File: config.mk
export PLATFORM = sky130hd
export DESIGN_NAME = bsc_front
export DESIGN_NICKNAME = d
export VERILOG_FILES = /design/src/rtl/bsc_pkg.sv /design/src/rtl/bsc_front.sv
export SDC_FILE = /design/constraint.sdc
export NUM_CORES = 1
export LEC_CHECK = 0
export ABC_AREA = 1
export BUFFER_PORTS_ARGS = -buffer_cell sky130_fd_sc_hd__buf_2
export CELL_PAD_IN_SITES_DETAIL_PLACEMENT = 0
export CELL_PAD_IN_SITES_GLOBAL_PLACEMENT = 1
export CORE_MARGIN = 8
export CORE_UTILIZATION = 40
export DETAILED_ROUTE_END_ITERATION = 12
export PLACE_DENSITY_LB_ADDON = 0.1
export SYNTH_ARGS = -nofsm -noshare
export SYNTH_HDL_FRONTEND = slang
export SYNTH_SLANG_ARGS = --single-unit
File: constraint.sdc
create_clock -name i_clk -period 5.9 [get_ports i_clk]
set_input_delay 1.18 -clock i_clk [delete_from_list [all_inputs] [get_ports i_clk]]
set_output_delay 1.18 -clock i_clk [all_outputs]
set_load 0.005 [all_outputs]
File: src/rtl/bsc_pkg.sv
// Shared types and constants for the bounded-spread run counter.
`timescale 1ns / 1ps
package bsc_pkg;
    localparam int MAX_LEN_DEF = 4096;
    localparam int SAMPLE_W    = 32;
    localparam int TOTAL_W     = 24;
    localparam int LEN_W       = 13;

    typedef struct packed {
        logic signed [SAMPLE_W-1:0] value;
        logic                       last;
    } t_item;

    typedef enum logic [2:0] {
        ST_IDLE,
        ST_MAXPOP,
        ST_MINPOP,
        ST_SHRINK,
        ST_HEADS,
        ST_DONE
    } t_state;
endpackage

File: src/rtl/bsc_front.sv
// Input stage: two-entry queue holding accepted transactions for the back end.
`timescale 1ns / 1ps
module bsc_front (
    input  logic           i_clk,
    input  logic           i_rst_n,
    input  logic           i_valid,
    output logic           o_ready,
    input  bsc_pkg::t_item i_item,
    output logic           o_valid,
    input  logic           i_take,
    output bsc_pkg::t_item o_item
);
    bsc_pkg::t_item r_mem [2];
    logic r_wp, r_rp;
    logic [1:0] r_cnt;
    logic push, pop;

    assign o_ready = (r_cnt != 2'd2);
    assign o_valid = (r_cnt != 2'd0);
    assign push = i_valid && o_ready;
    assign pop = o_valid && i_take;
    assign o_item = r_mem[r_rp];

    always_ff @(posedge i_clk) begin
        if (push) begin
            r_mem[r_wp] <= i_item;
        end
        if (!i_rst_n) begin
            r_wp <= 1'b0;
            r_rp <= 1'b0;
            r_cnt <= 2'd0;
        end else begin
            if (push) r_wp <= ~r_wp;
            if (pop) r_rp <= ~r_rp;
            r_cnt <= r_cnt + 2'(push) - 2'(pop);
        end
    end
endmodule

==> Yosys cells after proc, flatten, opt, wreduce, memory -nomap -nowiden <==
Memory sizes are Yosys's and may differ from the RTL's. A register that Yosys moved wholly into a read port is not among the register bits.
Cells that the tools add are included.
{ "word_totals": {"ff_bits": 4, "ramBits": 66, "output_inout_bits": 35, "word_cells": 16, "mem_count": 1} }
{ "mem_list": {"columns": ["memory", "words", "width", "read_ports", "rd_ports_with_merged_regs", "write_ports", "line", "text"], "rows": [
  ["r_mem", 2, 33, 1, 1, 1, "bsc_front.sv:13", "bsc_pkg::t_item r_mem [2];"]
]} }
{ "op_classes": {"n_addsub": 2, "n_eq_ne": 1, "muxes": 4, "n_bitwise": 2, "reduce_logical": 3} }
{ "op_table": {"columns": ["op", "count"], "rows": [
  ["$mux 1", 4],
  ["$add 2x1->2", 1],
  ["$logic_and 1x1->1", 2],
  ["$ne 2x2->1 const B", 1],
  ["$not 1->1", 2],
  ["$reduce_bool 2->1", 1],
  ["$sub 2x1->2", 1]
]} }

==> Longest topological paths before layout <==
{ "depth": {"word_depth": 4, "depth_mapped": 11, "mapped_depth_nobuf": 11} }

==> Least setup slack after synthesis <==
OpenSTA, ideal clock, no wires.
{ "synth_timing": {"path_kind": "input to register", "startpoint": "in i_valid", "endpoint": "mem r_mem[0][0] (netlist name) (enable)", "setup_time_ns": 0.423, "t_arrival_ns": 2.645, "required_time_ns": 5.477, "setup_slack_ns": 2.832, "stages": 2, "path_buffers": 0, "path_cell_list": "nand2_1 -> nor2_1"} }
{ "synth_between": {"elab_chain_len": 3} }
{ "synth_lines": {"columns": ["element", "line", "text"], "rows": [
  ["start: declaration", "bsc_front.sv:6", "input logic i_valid,"],
  ["$logic_and 1x1->1", "bsc_front.sv:20", "assign push = i_valid && o_ready;"],
  ["$mux 1", "bsc_front.sv:25", "if (push) begin"],
  ["$mux 1 (implied by the code)", "bsc_front.sv:26", "r_mem[r_wp] <= i_item;"],
  ["end: declaration", "bsc_front.sv:13", null]
]} }
Every way passes these cells.

==> results summary <==
Along the worst path, the maximum fanout reaches 33. The number of resized instances in the post-cts repair step came out at 0. The setup TNS is 0 ns. The number of antenna-violating nets in the routed design came out at 0. The number of cells after detailed placement is 287. The share of layout cells above drive strength 1 came out at 54.3%. During synthesis, Yosys emitted a total of 0 warnings. STA puts the critical path data arrival time at 1.92 ns. In this run the clock root is driven by a sky130_fd_sc_hd__clkbuf_8. The library cells used most frequently in the layout, excluding fill and tap cells, are sky130_fd_sc_hd__buf_2, sky130_fd_sc_hd__edfxtp_1, sky130_fd_sc_hd__mux2_4, sky130_fd_sc_hd__nand2_1, sky130_fd_sc_hd__clkbuf_8.

The worst setup path is of the flip-flop to output pin kind. The last weighted congestion value of the routability-driven placer is 0.631. The total power density per cell area came out at 437 mW/mm2. The overall overflow remaining after global route came out at 0.

The total half-perimeter wirelength after legalization and detailed placement is 3.38 mm. The number of buffer cells added on primary ports came out at 71. The number of CTS-inserted buffers came out at 9. The number of buffer and inverter instances along the worst setup path came out at 1. The total number of clock tree sinks came out at 71. The global-route wire length before repair is 7.80 mm.

The worst-case IR drop observed on VDD is 0.214 mV. The required time at the worst-slack endpoint is 4.72 ns. The critical path goes through mux2_2 -> buf_2. The detailed-route wire length is 4.88 mm. The clock tree from TritonCTS is done. The placed standard-cell area is 0.00318 mm2.

The count of final max-slew check failures is 0. The post-cts hold buffer count came out at 0. Setup violations remaining at the end of the flow were counted as 0.

The first detailed-routing pass took 4 iterations. The synthesized area is 0.00278 mm2. The level count of the clock H-tree came out at 3. In this run the worst hold path is classified as flip-flop to flip-flop. The detailed router finished its first iteration with 29 violations. The final layout contains 257 nets. The clock tree skew after final layout is 0.00444 ns. Dividing the detail-routed via count by the number of cells gives 4.61. The I/O pin total is 72. The cell family contributing the most delay on the critical path is flip-flops. The height of the die is 99.3 um.

The actual transition at the worst max-transition pin is 1.09 ns. The clock transition at the register clock pins on the worst setup and hold paths after CTS is 0.07 ns. The part of the cycle the worst path needs is 52.6%. When the netlist entered floorplanning its net count stood at 178. Among all stages on the critical path, the largest delay is contributed by sky130_fd_sc_hd__dfxtp_2.

The maximum clock rate is 0.322 GHz. The area of the core region is 0.00676 mm2. Leaving out fill and tap cells, the most frequent cell in the layout is sky130_fd_sc_hd__buf_2. The worst setup path is launched from a flip-flop. The count of state elements after synthesis is 71. Row generation in the floorplan step produced 30 rows. The total routing usage reported by global routing came out at 10.5%.

The static power due to leakage came out at 1.39 nW. The max-capacitance violation count came out at 0. The layout-stage area growth over the synthesis result came out at 23.7%. The remaining design rule violation count came out at 0. The clock reaches the later pin of the worst-skew pair after 0.33 ns.

On the worst path, the slowest cell contributes a delay of 1.06 ns. The routed layout has 1,396 vias. The count of unique library cells instantiated by Yosys is 12. Entering global routing, the biggest net connects 34 pins. The worst setup path is captured at an output pin. The share of the yosys chip area belonging to registers is 75.0%. The flow ran to the end, and the final reports show no timing, DRC or antenna violations. The post-layout minimum cycle time is 3.10 ns. The fill cell instance count of the final layout came out at 564. The antenna diode count came out at 0. The number of hold violations in the final report is 0.

The number of standard cells after synthesis came out at 139. The remaining max-slew budget at the tightest pin came out at 27.5%. Averaged over all synthesized cells, the footprint is 20.0 um2.

Post-CTS timing repair inserted 0 buffers for setup. The width of the die is 99.3 um. The final instance count without filler cells came out at 303. The area of the die is 0.00987 mm2. The maximum buffer depth of the clock tree is 2.

The via count of the first global-routing pass is 1,580. The initial cell density of the core came out at 41.1%. After routing the design area is 0.00344 mm2. The final routed wire length divided by cell count came out at 16.1 um. The number of antenna violations at the first check in global routing is 0. Setup repair after global routing left no endpoint under its margin.
## power by group
group | switching (mW) | internal, mW | leakage (nW) | total [mW]
clock | 0.168 | 0.321 | 0.125 | 0.488
combinational | 0.131 | 0.184 | 0.611 | 0.315
sequential | 0.0577 | 0.639 | 0.658 | 0.697
total | 0.357 | 1.14 | 1.39 | 1.50
## cell usage after synthesis
cell type / instances / area share (%)
sky130_fd_sc_hd__nand3_1: 3 / 0.54
sky130_fd_sc_hd__mux2_2: 3 / 1.2
sky130_fd_sc_hd__inv_1: 7 / 0.95
sky130_fd_sc_hd__a21oi_1: 2 / 0.36
sky130_fd_sc_hd__nand2_1: 9 / 1.2
sky130_fd_sc_hd__buf_12: 3 / 2.2
sky130_fd_sc_hd__ha_1: 2 / 0.90
sky130_fd_sc_hd__dfxtp_1: 5 / 3.6
sky130_fd_sc_hd__nor2_1: 8 / 1.1
sky130_fd_sc_hd__edfxtp_1: 66 / 71
sky130_fd_sc_hd__buf_6: 1 / 0.41
sky130_fd_sc_hd__mux2_4: 30 / 16
## sequential cells by signal (all words and copies together), names as in the netlist, named ones only
name / cells
r_cnt: 2
r_mem: 66
r_wp: 1
r_rp: 1
## layout make-up
class | count | area [um2] | share of cell area, %
timing repair buffer | 72 | 363 | 10.6
tap | 80 | 100 | 2.91
clock buffer | 9 | 124 | 3.60
clock inverter | 7 | 135 | 3.93
multi-input combinational | 57 | 606 | 17.6
sequential | 71 | 2080 | 60.6
inverter | 7 | 26.3 | 0.764
## worst reg2reg max path: cells and delay by family, from the launching register on
family | cells | cell delay (ns)
buffers and inverters | 3 | 0.97
flip-flops | 1 | 0.35
AND/OR/NAND/NOR | 2 | 0.22
## metal layers
metal	track usage (%)	wire length, um
met5	0	0
met4	5.59	62
met3	3.49	261
met2	17.6	2500
met1	11.4	2050
## per-stage QoR
step / hold WS [ns] / setup slack, ns / utilization [%] / total power, mW
final: 0.526 / 2.80 / 50.9 / 1.50
after global placement: 0.494 / 3.13 / 47.0 / 1.02
after global routing: 0.578 / 2.68 / 50.9 / 1.58
after floorplan: 0.467 / 2.83 / - / 0.923
after detailed placement: 0.507 / 3.09 / 47.0 / 1.03
after CTS: 0.529 / 2.72 / 50.9 / 1.53
## final timing paths
| kind | end | from | slack (ns) | cells past startpoint |
|---|---|---|---|---|
| max | o_item[0] | flip-flop | 2.80 | 2 |
| min | r_rp$_SDFFE_PN0P_ | r_rp$_SDFFE_PN0P_ | 0.53 | 2 |
| min reg2reg | r_rp$_SDFFE_PN0P_ | r_rp$_SDFFE_PN0P_ | 0.53 | 2 |
| max reg2reg | r_mem[1][15]$_DFFE_PP_ | r_cnt[0]$_SDFF_PN0_ | 4.04 | 5 |
## kinds of logic (layout without fill, tap and decap cells)
logic type	count (synthesis)	count (layout)	synth area share (%)
adders and majority gates	2	2	0.901
buffers and inverters	11	95	3.51
and+or+nand+nor	20	20	2.84
DFF	71	71	75.0
muxes	33	33	17.4
AOI/OAI and AO/OA	2	2	0.360
Power figures use the tool's default switching activity.
